**src/hw/rtl/lrs_pkg.sv**
```systemverilog
// shared types and constants for the line rasterizer stepper
package lrs_pkg;

	localparam int COORD_BITS = 12;
	localparam int DELTA_BITS = COORD_BITS + 2;
	localparam int ERROR_BITS = COORD_BITS + 3;

	typedef logic signed [COORD_BITS-1:0] coord_t;
	typedef logic signed [COORD_BITS:0]   wide_coord_t;
	typedef logic        [COORD_BITS-1:0] span_t;
	typedef logic        [DELTA_BITS-1:0] delta_t;
	typedef logic signed [ERROR_BITS-1:0] error_t;

	typedef enum logic {
		FUNC_LOAD = 1'b0,
		FUNC_STEP = 1'b1
	} func_t;

	typedef struct packed {
		logic   active;
		logic   steep;
		coord_t major_pos;
		coord_t major_end;
		coord_t minor_pos;
		logic   minor_dir_down;
		error_t error_term;
		delta_t twice_major_delta;
		delta_t twice_minor_delta;
	} line_state_t;

	typedef struct packed {
		logic   valid;
		coord_t x;
		coord_t y;
		logic   last;
	} pixel_t;

endpackage

```
**src/hw/rtl/line_rasterizer_stepper.sv**
```systemverilog
// top level of the line rasterizer stepper
// Bresenham line stepper. A load transaction (func = 0) sets up a line from two signed
// endpoints and produces no output; each step transaction (func = 1) produces one output
// transaction carrying the next pixel, with last_pixel marking the final one and the far
// endpoint excluded. A step with no line in progress returns pixel_valid = 0 and zero
// coordinates. Line setup is a short subtract/compare path from the input ports into the line state
// register, and the error update a single add/compare path from that register back into it, with
// the pixel going into the output register, so with out_ready held high one transaction is
// accepted every clock and each result appears in the cycle after its step.
// in_ready drops only while an unconsumed result sits in the output register.
module line_rasterizer_stepper (
	input  logic            clk,
	input  logic            arst_n,
	input  logic            in_valid,
	output logic            in_ready,
	input  logic            func,
	input  lrs_pkg::coord_t start_x,
	input  lrs_pkg::coord_t start_y,
	input  lrs_pkg::coord_t end_x,
	input  lrs_pkg::coord_t end_y,
	output logic            out_valid,
	input  logic            out_ready,
	output logic            pixel_valid,
	output lrs_pkg::coord_t pixel_x,
	output lrs_pkg::coord_t pixel_y,
	output logic            last_pixel
);
	import lrs_pkg::*;

	line_state_t state_q;
	line_state_t state_d;
	line_state_t setup_state;
	line_state_t step_state;
	pixel_t      step_pixel;
	pixel_t      pixel_q;
	logic        out_valid_q;
	logic        accept;
	logic        accept_load;
	logic        accept_step;

	lrs_setup u_setup (
		.start_x    (start_x),
		.start_y    (start_y),
		.end_x      (end_x),
		.end_y      (end_y),
		.line_state (setup_state)
	);

	lrs_step u_step (
		.cur   (state_q),
		.nxt   (step_state),
		.pixel (step_pixel)
	);

	assign in_ready    = !out_valid_q || out_ready;
	assign accept      = in_valid && in_ready;
	assign accept_load = accept && (func == FUNC_LOAD);
	assign accept_step = accept && (func == FUNC_STEP);

	always_comb begin
		state_d = state_q;
		if (accept_load) begin
			state_d = setup_state;
		end else if (accept_step) begin
			state_d = step_state;
		end
	end

	always_ff @(posedge clk or negedge arst_n) begin
		if (!arst_n) begin
			state_q     <= '0;
			out_valid_q <= 1'b0;
		end else begin
			state_q <= state_d;
			if (accept_step) begin
				out_valid_q <= 1'b1;
			end else if (out_ready) begin
				out_valid_q <= 1'b0;
			end
		end
	end

	always_ff @(posedge clk) begin
		if (accept_step) begin
			pixel_q <= step_pixel;
		end
	end

	assign out_valid   = out_valid_q;
	assign pixel_valid = pixel_q.valid;
	assign pixel_x     = pixel_q.x;
	assign pixel_y     = pixel_q.y;
	assign last_pixel  = pixel_q.last;

endmodule

```
**src/hw/rtl/lrs_setup.sv**
```systemverilog
// line setup: steepness, axis swap, endpoint ordering and delta terms
module lrs_setup (
	input  lrs_pkg::coord_t      start_x,
	input  lrs_pkg::coord_t      start_y,
	input  lrs_pkg::coord_t      end_x,
	input  lrs_pkg::coord_t      end_y,
	output lrs_pkg::line_state_t line_state
);
	import lrs_pkg::*;

	wide_coord_t diff_x;
	wide_coord_t diff_y;
	span_t       abs_x;
	span_t       abs_y;
	logic        steep;
	coord_t      p1_major;
	coord_t      p1_minor;
	coord_t      p2_major;
	coord_t      p2_minor;
	logic        swap_ends;
	coord_t      lo_major;
	coord_t      hi_major;
	coord_t      lo_minor;
	coord_t      hi_minor;
	span_t       major_span;
	span_t       minor_span;

	assign diff_x = wide_coord_t'(end_x) - wide_coord_t'(start_x);
	assign diff_y = wide_coord_t'(end_y) - wide_coord_t'(start_y);
	assign abs_x  = diff_x[COORD_BITS] ? span_t'(-diff_x) : span_t'(diff_x);
	assign abs_y  = diff_y[COORD_BITS] ? span_t'(-diff_y) : span_t'(diff_y);
	assign steep  = abs_y > abs_x;

	assign p1_major = steep ? start_y : start_x;
	assign p1_minor = steep ? start_x : start_y;
	assign p2_major = steep ? end_y : end_x;
	assign p2_minor = steep ? end_x : end_y;

	assign swap_ends = p1_major > p2_major;
	assign lo_major  = swap_ends ? p2_major : p1_major;
	assign hi_major  = swap_ends ? p1_major : p2_major;
	assign lo_minor  = swap_ends ? p2_minor : p1_minor;
	assign hi_minor  = swap_ends ? p1_minor : p2_minor;

	assign major_span = steep ? abs_y : abs_x;
	assign minor_span = steep ? abs_x : abs_y;

	always_comb begin
		line_state.active            = major_span != '0;
		line_state.steep             = steep;
		line_state.major_pos         = lo_major;
		line_state.major_end         = hi_major;
		line_state.minor_pos         = lo_minor;
		line_state.minor_dir_down    = !(lo_minor < hi_minor);
		line_state.error_term        = error_t'({1'b0, major_span});
		line_state.twice_major_delta = {1'b0, major_span, 1'b0};
		line_state.twice_minor_delta = {1'b0, minor_span, 1'b0};
	end

endmodule

```
**src/hw/rtl/lrs_step.sv**
```systemverilog
// one pixel step: emits the current pixel and advances the doubled error term
module lrs_step (
	input  lrs_pkg::line_state_t cur,
	output lrs_pkg::line_state_t nxt,
	output lrs_pkg::pixel_t      pixel
);
	import lrs_pkg::*;

	error_t      err_sub;
	logic        carry;
	wide_coord_t major_inc;
	wide_coord_t major_lim;
	logic        last;

	assign err_sub   = cur.error_term - error_t'({1'b0, cur.twice_minor_delta});
	assign carry     = err_sub[ERROR_BITS-1];
	assign major_inc = wide_coord_t'(cur.major_pos) + wide_coord_t'(1);
	assign major_lim = wide_coord_t'(cur.major_end);
	assign last      = major_inc == major_lim;

	always_comb begin
		nxt = cur;
		pixel = '0;
		if (cur.active) begin
			pixel.valid = 1'b1;
			pixel.x     = cur.steep ? cur.minor_pos : cur.major_pos;
			pixel.y     = cur.steep ? cur.major_pos : cur.minor_pos;
			pixel.last  = last;
			nxt.error_term = carry ?
				err_sub + error_t'({1'b0, cur.twice_major_delta}) : err_sub;
			if (carry) begin
				nxt.minor_pos = cur.minor_dir_down ?
					cur.minor_pos - coord_t'(1) : cur.minor_pos + coord_t'(1);
			end
			nxt.major_pos = coord_t'(major_inc);
			nxt.active    = major_inc < major_lim;
		end
	end

endmodule

```
**config.mk**
```make
export PLATFORM = sky130hd
export DESIGN_NAME = line_rasterizer_stepper
export DESIGN_NICKNAME = d
export VERILOG_FILES = /design/src/hw/rtl/lrs_pkg.sv /design/src/hw/rtl/line_rasterizer_stepper.sv /design/src/hw/rtl/lrs_setup.sv /design/src/hw/rtl/lrs_step.sv
export SDC_FILE = /design/constraint.sdc
export NUM_CORES = 1
export LEC_CHECK = 0
export BUFFER_PORTS_ARGS = -buffer_cell sky130_fd_sc_hd__buf_4
export CELL_PAD_IN_SITES_DETAIL_PLACEMENT = 0
export CELL_PAD_IN_SITES_GLOBAL_PLACEMENT = 1
export CORE_ASPECT_RATIO = 1.2
export CORE_MARGIN = 4
export CORE_UTILIZATION = 35
export DETAILED_ROUTE_END_ITERATION = 6
export HOLD_SLACK_MARGIN = 0.15
export MAX_ROUTING_LAYER = met4
export PLACE_DENSITY_LB_ADDON = 0.12
export REMOVE_ABC_BUFFERS = 1
export SYNTH_ARGS = -nofsm -noshare
export SYNTH_HDL_FRONTEND = slang
export SYNTH_SLANG_ARGS = --single-unit
```
**constraint.sdc**
```tcl
create_clock -name clk -period 8.03 [get_ports clk]
set_clock_uncertainty 0.1 [all_clocks]
set_input_delay 1.606 -clock clk [delete_from_list [all_inputs] [get_ports clk]]
set_output_delay 1.606 -clock clk [all_outputs]
set_load 0.02 [all_outputs]
```
==> results of run 1 <==
kinds of logic after synthesis:
group / Yosys count / share of synthesized area [%]
other cells: 2 / 0.07179
fa+ha+maj: 111 / 13.63
compound gates: 386 / 24.34
flops: 104 / 26.12
simple gates: 408 / 17.82
buf+inv: 130 / 5.035
xor+xnor: 67 / 5.753
mux: 75 / 7.224
worst max path at each step:
stage	start	end	depth (start not counted)	slack, ns
floorplan	end_y[0]	state_q[43]	34	-6.57
global placement	end_y[0]	state_q[43]	37	-1.71
detailed placement	end_y[0]	state_q[43]	37	-1.97
CTS	end_y[0]	state_q[43]	41	-0.87
global route	end_y[0]	state_q[43]	40	-1.35
finish	start_y[1]	state_q[43]	42	-0.92
area by class of cell:
type,instances,share of cell area [%]
Inverter,73,1.885
Clock buffer,9,1.495
Tap cell,390,3.238
Multi-Input combinational cell,1051,52.37
Timing Repair Buffer,405,22.37
Sequential cell,104,18.13
Clock inverter,7,0.5148
cell usage after synthesis, drive strengths merged (12+ instances only):
| cell | number | area (sq um) |
|---|---|---|
| nor2b | 17 | 113.9 |
| nand3 | 17 | 85.08 |
| buf | 20 | 113.9 |
| o21ai | 125 | 629.3 |
| xnor2 | 32 | 287.8 |
| nor2 | 114 | 427.9 |
| o21a | 16 | 120.1 |
| mux2i | 71 | 710.7 |
| nand2 | 165 | 621.9 |
| o211ai | 34 | 255.2 |
| edfxtp | 26 | 780.8 |
| a211oi | 18 | 150.2 |
| a21oi | 79 | 410.4 |
| a21o | 30 | 225.2 |
| dfrtp | 78 | 1952 |
| ha | 106 | 1326 |
| xor2 | 35 | 314.1 |
| nand4 | 12 | 75.07 |
| clkbuf | 37 | 138.9 |
| nor3 | 25 | 130.1 |
| nand2b | 13 | 81.33 |
| inv | 72 | 270.3 |
critical path: cells and delay by family:
family	cells	cell delay (ns)
and+or+nand+nor	10	1.73
AOI/OAI and AO/OA	15	2.87
xor gates and xnor gates	1	0.18
adders and majority gates	4	1.03
muxes	2	0.37
buffers and inverters	10	1.29
cell usage in the layout, fill, tap and decap left out, types with 26 or more instances in the layout:
master,Yosys,routed
buf_4,4,355
nand2_1,164,162
nor2_1,114,109
ha_1,106,96
o21ai_0,111,90
dfrtp_1,78,78
inv_1,72,63
a21oi_1,77,59
mux2i_1,71,43
buf_6,2,36
o211ai_1,34,34
xor2_1,34,31
o21ai_1,13,30
a21o_1,30,29
xnor2_1,31,29
edfxtp_1,26,26
power by group:
part           internal [mW]  leakage [nW]  total (mW)  switching [mW]
combinational           2.91          5.58        5.83            2.93
sequential             0.774          1.20       0.952           0.179
clock                  0.246         0.152       0.463           0.217
total                   3.93          6.93        7.25            3.32
stage by stage:
step	utilization, %	cells	instance area, sq um
6_report	51.04	2039	15070
5_1_grt	51.04	2039	15070
4_1_cts	49.14	2017	14510
3_5_place_dp	44.43	1928	13120
3_3_place_gp	44.43	1928	13120
2_1_floorplan	-	1226	10210
state kept, by name (all words and copies together) (netlist names):
name         count
pixel_valid      1
pixel_y         12
out_valid        1
state_q         77
last_pixel       1
pixel_x         12
timing repair:
item | in CTS | in global routing
buffers inserted | 76 | 26
pin swaps | 62 | 60
gates resized for setup | 112 | 93
endpoints found under the setup margin | 25 | 37
cloned | 5 | 1
per-layer routing:
metal / track usage [%] / routed length (um) / part of all wire (%) / vias up
met5: - / 0 / 0 / -
met4: 4.951 / 633 / 1.8 / 0
met3: 2.302 / 825 / 2.3 / 33
met2: 38.53 / 18080 / 51 / 139
met1: 27.78 / 16260 / 45 / 5002
li1: - / - / - / 5364
==> flow_summary.toml, run 1 <==
[worst_setup_path]
path_class = "input pin to register"
crit_arrival_ns = 9.11
r2r_cells = 12
path_max_fanout = 7
r2r_start = "state_q[29]"
critical-path-max-stage-delay_ns = 0.52
crit_path_end_kind = "register"
path_common_cell = "buf_12"
start_kind = "input pin"
cp.required_ns = 8.19
reg2reg_slack_ns = 3.79
slowest_stage = "or4_4"
timing.rr.end = "state_q[55]"

[floorplanning]
ioPinCount = 81
dieWidth_um = 165.8
start_util_pct = 35.43
die_y_um = 197.4
placementRows = 69
core_sq_mm = 0.02953
die_area_sq_mm = 0.03273

[clocking]
numCtsBuffers = 9
cts_hold_buf = 0
clkTransAtPathRegs_ns = 0.07
htree_num_levels = 3
cts_root_buf = "clkbuf_16"
cts_tree = "built"
clock_latency_ns = 0.37
clkSinkCount = 104
clockBufferDepth = 2

[sta]
max-slew-margin-rel_pct = 29.15
setup_viol = 5
timing.hold.ws_ns = 0.3816
worst_slack_ns = -0.9163
rsz0062_at_grt = "true"
hold_viol_final = 0
slew_viol_final = 0
fin_crit_ns = 8.946
worst_slew_pin_slew_ns = 1.059
timing.final.crit_share_pct = 111.4
final.setup.tns_ns = -2.803
max_freq_ghz = 0.1118

[global_route]
antenna_found_initial = 0
grt_pass1_vias = 10290
track_usage_pct = 22.06
grt_max_degree = 78
grt_pass1_wl_um = 56100
overflow = 0

[min_path]
hold_start = "state_q[62]"
hold-path-endpoint = "state_q[62]"
holdPathStages = 2
hold_path_class = "register to register"

[synthesis]
async_reset_ff_share_pct = 75.00
synthCells = 1283
synth_seq_cells = 104
synthFlopType = "dfrtp_1"
yosysWarningCount = 0
ys_seq_area_share_pct = 26.12
syn_area_sq_mm = 0.01046
avgSynthCellArea_sq_um = 8.154
synth_edf_count = 26
synth_cell_type_count = 87

[final_layout]
regArea_sq_mm = 0.002733
area_delta_synth_final_pct = 44.05
drive_gt1_share_pct = 34.14
fillerInstances = 2888
multi_input_area_sq_mm = 0.007891
nNetsFinal = 1808
insertedDiodeCount = 0

[placed_design]
pre_cts_slack_ns = -1.967
io_buffers = 80
hpwl_um = 27490
gp_congestion = 0.9379

[power]
powerDensity_mw_per_mm2 = 481.1
p_leak_nw = 6.930
power.total_mw = 7.250
ir_worst_vdd_mv = 0.2711

[drt]
drc = 0
drt_pass1_iterations = 6
routedWlPerCell_um = 17.56
vias = 10540
vias_per_cell = 5.168
ant_nets = 0
dr.first_iter.drc_count = 506
drt-total-wl_um = 35800

[status]
failed_checks = "setup timing"
status = "finished, violations left"

[flow_run]
drv_cap = 0
Power figures use the tool's default switching activity.
==> run 2: changes to the inputs <==
Settings changed: ABC_CLOCK_PERIOD_IN_PS from default to 8300, CORE_UTILIZATION 35 to 47.
Clock period 8.03 ns to 8.3 ns, I/O delays scaled along.
==> run 2 against run 1 <==
Compared with the run above:
- the flow still finishes with violations (setup timing)
- final cell count decreased by 6.9%
- worst hold slack improved by 0.0043 ns
- critical path depth decreased by 2
- sequential cell count unchanged
- die area decreased by 24%
- cell area decreased by 3.8%
- core utilization increased by 16 points
- sequential power decreased by 3.2%
- non-clock buffer count decreased by 22
==> flow_summary.toml, run 2 (synthesis results as in run 1) <==
[global_route]
overflow = 0
antenna_found_initial = 0
met3_usage_pct = 2.836
use_met2_pct = 45.87
gr-usage-met1_pct = 35.92
track_usage_pct = 27.58
grt.busiest_layer = "met2"
grt_max_degree = 78
grt_pass1_wl_um = 52500
grt_pass1_vias = 10310

[min_path]
hold_path_class = "register to register"
holdPathStages = 2
hold_start = "state_q[62]"
hold-path-endpoint = "state_q[62]"

[sta]
fin_crit_ns = 9.252
final.setup.tns_ns = -1.651
setup_viol = 3
worst_slew_pin_slew_ns = 1.022
hold_viol_final = 0
rsz0062_at_grt = "true"
max_freq_ghz = 0.1081
max-slew-margin-rel_pct = 31.77
worst_slack_ns = -0.9517
slew_viol_final = 0
timing.final.crit_share_pct = 111.5

[status]
status = "finished, violations left"
failed_checks = "setup timing"

[power]
p_leak_nw = 6.754
ir_worst_vdd_mv = 0.3157
powerDensity_mw_per_mm2 = 455.2
power.total_mw = 6.600

[drt]
vias = 10650
drt_pass1_iterations = 4
vias_per_cell = 5.608
routedWlPerCell_um = 17.62
ant_nets = 0
drc = 0
drt-total-wl_um = 33460
dr.first_iter.drc_count = 570

[worst_setup_path]
timing.rr.end = "state_q[42]"
path_max_fanout = 7
path_common_cell = "buf_4"
crit_path_end_kind = "register"
path_class = "input pin to register"
crit_arrival_ns = 9.37
critical-path-max-stage-delay_ns = 0.57
reg2reg_slack_ns = 3.99
cp.required_ns = 8.42
slowest_stage = "or4_4"
r2r_start = "state_q[1]"
start_kind = "input pin"
r2r_cells = 18

[final_layout]
area_delta_synth_final_pct = 38.60
insertedDiodeCount = 0
largest_register_ff_count = 77
nNetsFinal = 1784
multi_input_area_sq_mm = 0.007756
drive_gt1_share_pct = 31.69
final_cell_mix = "buf_4 (352), nand2_1 (163), nor2_1 (112)"
final_common_cell = "buf_4"
finalInstanceArea_sq_mm = 0.01450
fillerInstances = 1828
top_register = "state_q"
final_util_pct = 66.58
regArea_sq_mm = 0.002733

[placed_design]
gp_congestion = 0.9657
pre_cts_slack_ns = -1.727
hpwl_um = 25780
placed_cell_area_sq_mm = 0.01305
io_buffers = 80

[floorplanning]
die_y_um = 171.4
ioPinCount = 81
core_sq_mm = 0.02178
start_util_pct = 48.04
placementRows = 59
die_area_sq_mm = 0.02472
dieWidth_um = 144.2

[flow_run]
drv_cap = 0

[clocking]
clockBufferDepth = 2
cts_hold_buf = 0
cts_root_buf = "clkbuf_16"
cts_tree = "built"
clkTransAtPathRegs_ns = 0.08
clock_latency_ns = 0.36
clkSinkCount = 104
numCtsBuffers = 9
htree_num_levels = 3
[run 2: cell types whose count changed in the layout (fill, tap and decap cells not counted), sizes merged]
cell      previous run  this run
bufinv               1         0
a21oi               81        79
clkinv               4         5
clkinvlp             0         1
buf                403       382
clkbuf              11        10
inv                 75        74
[run 2: how the worst max path moves through the flow]
stage                   to  startpoint  cells after the start  slack [ns]
2_1_floorplan  state_q[43]    end_y[0]                     34       -6.35
3_3_place_gp   state_q[43]    end_y[0]                     40       -1.50
4_1_cts        state_q[43]    end_y[0]                     37       -0.83
3_5_place_dp   state_q[43]    end_y[0]                     39       -1.73
5_1_grt        state_q[43]    end_y[0]                     38       -1.36
6_report       state_q[43]  start_y[2]                     40       -0.95
[run 2: worst max-delay path, delay by kind of cell]
| kind | cells | cell delay (ns) |
|---|---|---|
| adder cells (fa/ha/maj) | 4 | 1.01 |
| buffers and inverters | 8 | 1.14 |
| AND/OR/NAND/NOR | 7 | 1.32 |
| XOR/XNOR | 1 | 0.19 |
| multiplexers | 2 | 0.38 |
| AO/OA/AOI/OAI | 18 | 3.64 |
[run 2: power by group]
part / internal [mW] / switching, mW
sequential: 0.748 / 0.174
combinational: 2.54 / 2.70
clock: 0.214 / 0.226
[run 2: timing repair]
action / 4_1_cts / 5_1_grt
resized for setup: 68 / 96
gates cloned: 3 / 1
pin swaps: 40 / 49
hold endpoints to repair: 0 / 0
endpoints found under the setup margin: 17 / 30
setup buffers: 46 / 29
[run 2: through the flow]
step,cells,hold WS [ns]
floorplan,1226,0.3498
global placement,1825,0.3632
detailed placement,1825,0.3726
CTS,1885,0.3912
global route,1899,0.4033
finish,1899,0.3859
[run 2: area by class of cell]
class / instances / area share, %
tap: 274 / 2.365
multi-input combinational: 1049 / 53.50
clock inverter: 7 / 0.5005
clock buffer: 9 / 1.553
sequential: 104 / 18.85
timing repair buffer: 383 / 21.27
inverter: 73 / 1.968
[run 2: routing by layer]
metal	vias up	part of all wire (%)
li1	5332	-
met3	54	3.8
met1	5030	46
met2	233	48
met5	-	0
met4	0	2.5
==> run 3: changes to the inputs <==
Settings changed: ABC_CLOCK_PERIOD_IN_PS 8300 to 9900.
Clock period 8.3 ns to 9.9 ns, I/O delays scaled along.
==> run 3 against run 2 <==
Compared with the run above:
- the flow now finishes without violations
- first-iteration DRC count is 0.18% lower
- sequential share of layout area up 2.5 points
- non-clock buffer count fell by 164
- sequential power shrank 16%
- worst hold slack worse by 0.00062 ns
- clock-buffer cell count stayed put
- total power is 24% lower
- sequential cell count did not move
- wire length decreased by 5.4%
- combinational power decreased by 26%
- final cell count fell by 8.6%
- core utilization decreased by 7.7 points
- highest routed layer unchanged
==> flow_summary.toml, run 3 (synthesis results as in run 1) <==
[status]
status = "completed"

[floorplanning]
start_util_pct = 48.04
die_y_um = 171.4
ioPinCount = 81
core_sq_mm = 0.02178
dieWidth_um = 144.2
placementRows = 59
die_area_sq_mm = 0.02472

[final_layout]
final_common_cell = "buf_4"
insertedDiodeCount = 0
drive_gt1_share_pct = 21.15
final_cell_mix = "buf_4 (210), nand2_1 (164), nor2_1 (113)"
area_delta_synth_final_pct = 22.55
fillerInstances = 2010
largest_register_ff_count = 77
nNetsFinal = 1620
final_util_pct = 58.87
top_register = "state_q"

[drt]
ant_nets = 0
routedWlPerCell_um = 18.25
dr.first_iter.drc_count = 569
drc = 0
drt-total-wl_um = 31670
vias = 9835
drt_pass1_iterations = 5
vias_per_cell = 5.669

[clocking]
cts_root_buf = "clkbuf_16"
clkSinkCount = 104
htree_num_levels = 3
clkTransAtPathRegs_ns = 0.08
cts_tree = "built"
numCtsBuffers = 9
clockBufferDepth = 2
clock_latency_ns = 0.36
cts_hold_buf = 0

[sta]
timing.hold.ws_ns = 0.3853
final.setup.tns_ns = 0
slew_viol_final = 0
setup_viol = 0
worst_slew_pin_slew_ns = 0.9934
max-slew-margin-rel_pct = 33.70
hold_viol_final = 0
fin_crit_ns = 9.616
max_freq_ghz = 0.1040
timing.final.crit_share_pct = 97.13
worst_slack_ns = 0.2840

[placed_design]
pre_cts_slack_ns = -0.3095
io_buffers = 80
hpwl_um = 25380
gp_congestion = 0.9654

[global_route]
overflow = 0
antenna_found_initial = 0
grt_max_degree = 78
grt_pass1_vias = 9637
track_usage_pct = 26.92
grt_pass1_wl_um = 51050

[power]
powerDensity_mw_per_mm2 = 392.6
p_leak_nw = 5.874
ir_worst_vdd_mv = 0.2724

[worst_setup_path]
path_class = "input pin to register"
cp.required_ns = 10.06
crit_path_end_kind = "register"
start_kind = "input pin"
path_max_fanout = 8
critical-path-max-stage-delay_ns = 0.59
slowest_stage = "or4_4"
crit_arrival_ns = 9.77

[min_path]
hold_path_class = "register to register"

[flow_run]
drv_cap = 0
-- run 3: cell types whose count changed in the layout (fill, tap and decap cells not counted), sizes merged --
cell and change:
inv +2, clkinvlp -1, clkinv -1, buf -164
-- run 3: worst paths after layout --
kind / from / to / slack (ns) / cells past startpoint
max: end_y[0] / state_q[43] / 0.28 / 38
min reg2reg: state_q[62] / state_q[62] / 0.39 / 2
min: state_q[62] / state_q[62] / 0.39 / 2
max in group asynchronous: arst_n / state_q[33] / 7.21 / 2
max reg2reg: state_q[1] / state_q[55] / 5.60 / 13
min in group asynchronous: arst_n / state_q[52] / 1.39 / 1
-- run 3: routing by layer --
metal | GRT usage (%) | share of wire, % | vias to the layer above
met5 | - | 0 | -
met4 | 7.830 | 2.5 | 0
met3 | 2.503 | 3.2 | 49
met2 | 43.18 | 47 | 208
met1 | 36.41 | 48 | 4589
li1 | - | - | 4989
-- run 3: where the power goes --
group	switching, mW	internal [mW]	leakage, nW
sequential	0.146	0.627	1.20
combinational	2.11	1.79	4.53
clock	0.180	0.177	0.145
-- run 3: critical path: cells and delay by family --
family	cells	cell delay [ns]
AND/OR/NAND/NOR	10	1.94
AO/OA/AOI/OAI	14	3.03
buffers and inverters	6	0.80
multiplexers	3	0.66
adder cells (fa/ha/maj)	5	1.36
-- run 3: per-stage QoR --
| step | power, mW | area (sq um) | std cells |
|---|---|---|---|
| finish | 5.033 | 12820 | 1735 |
| global route | 5.577 | 12820 | 1735 |
| CTS | 4.864 | 12420 | 1719 |
| detailed placement | 4.476 | 12130 | 1703 |
| global placement | 4.426 | 12130 | 1703 |
| floorplan | 3.399 | 10210 | 1226 |
-- run 3: layout make-up --
class | count | area [sq um] | share of cell area, %
inverter | 73 | 274.0 | 2.137
timing repair buffer | 219 | 1724 | 13.45
clock buffer | 9 | 225.2 | 1.757
multi-input combinational | 1049 | 7456 | 58.16
clock inverter | 7 | 65.06 | 0.5075
sequential | 104 | 2733 | 21.32
tap | 274 | 342.8 | 2.674
-- run 3: what timing repair did --
item | 4_1_cts | 5_1_grt
resized for setup | 0 | 66
buffers inserted | 0 | 14
endpoints found under the setup margin | 0 | 1
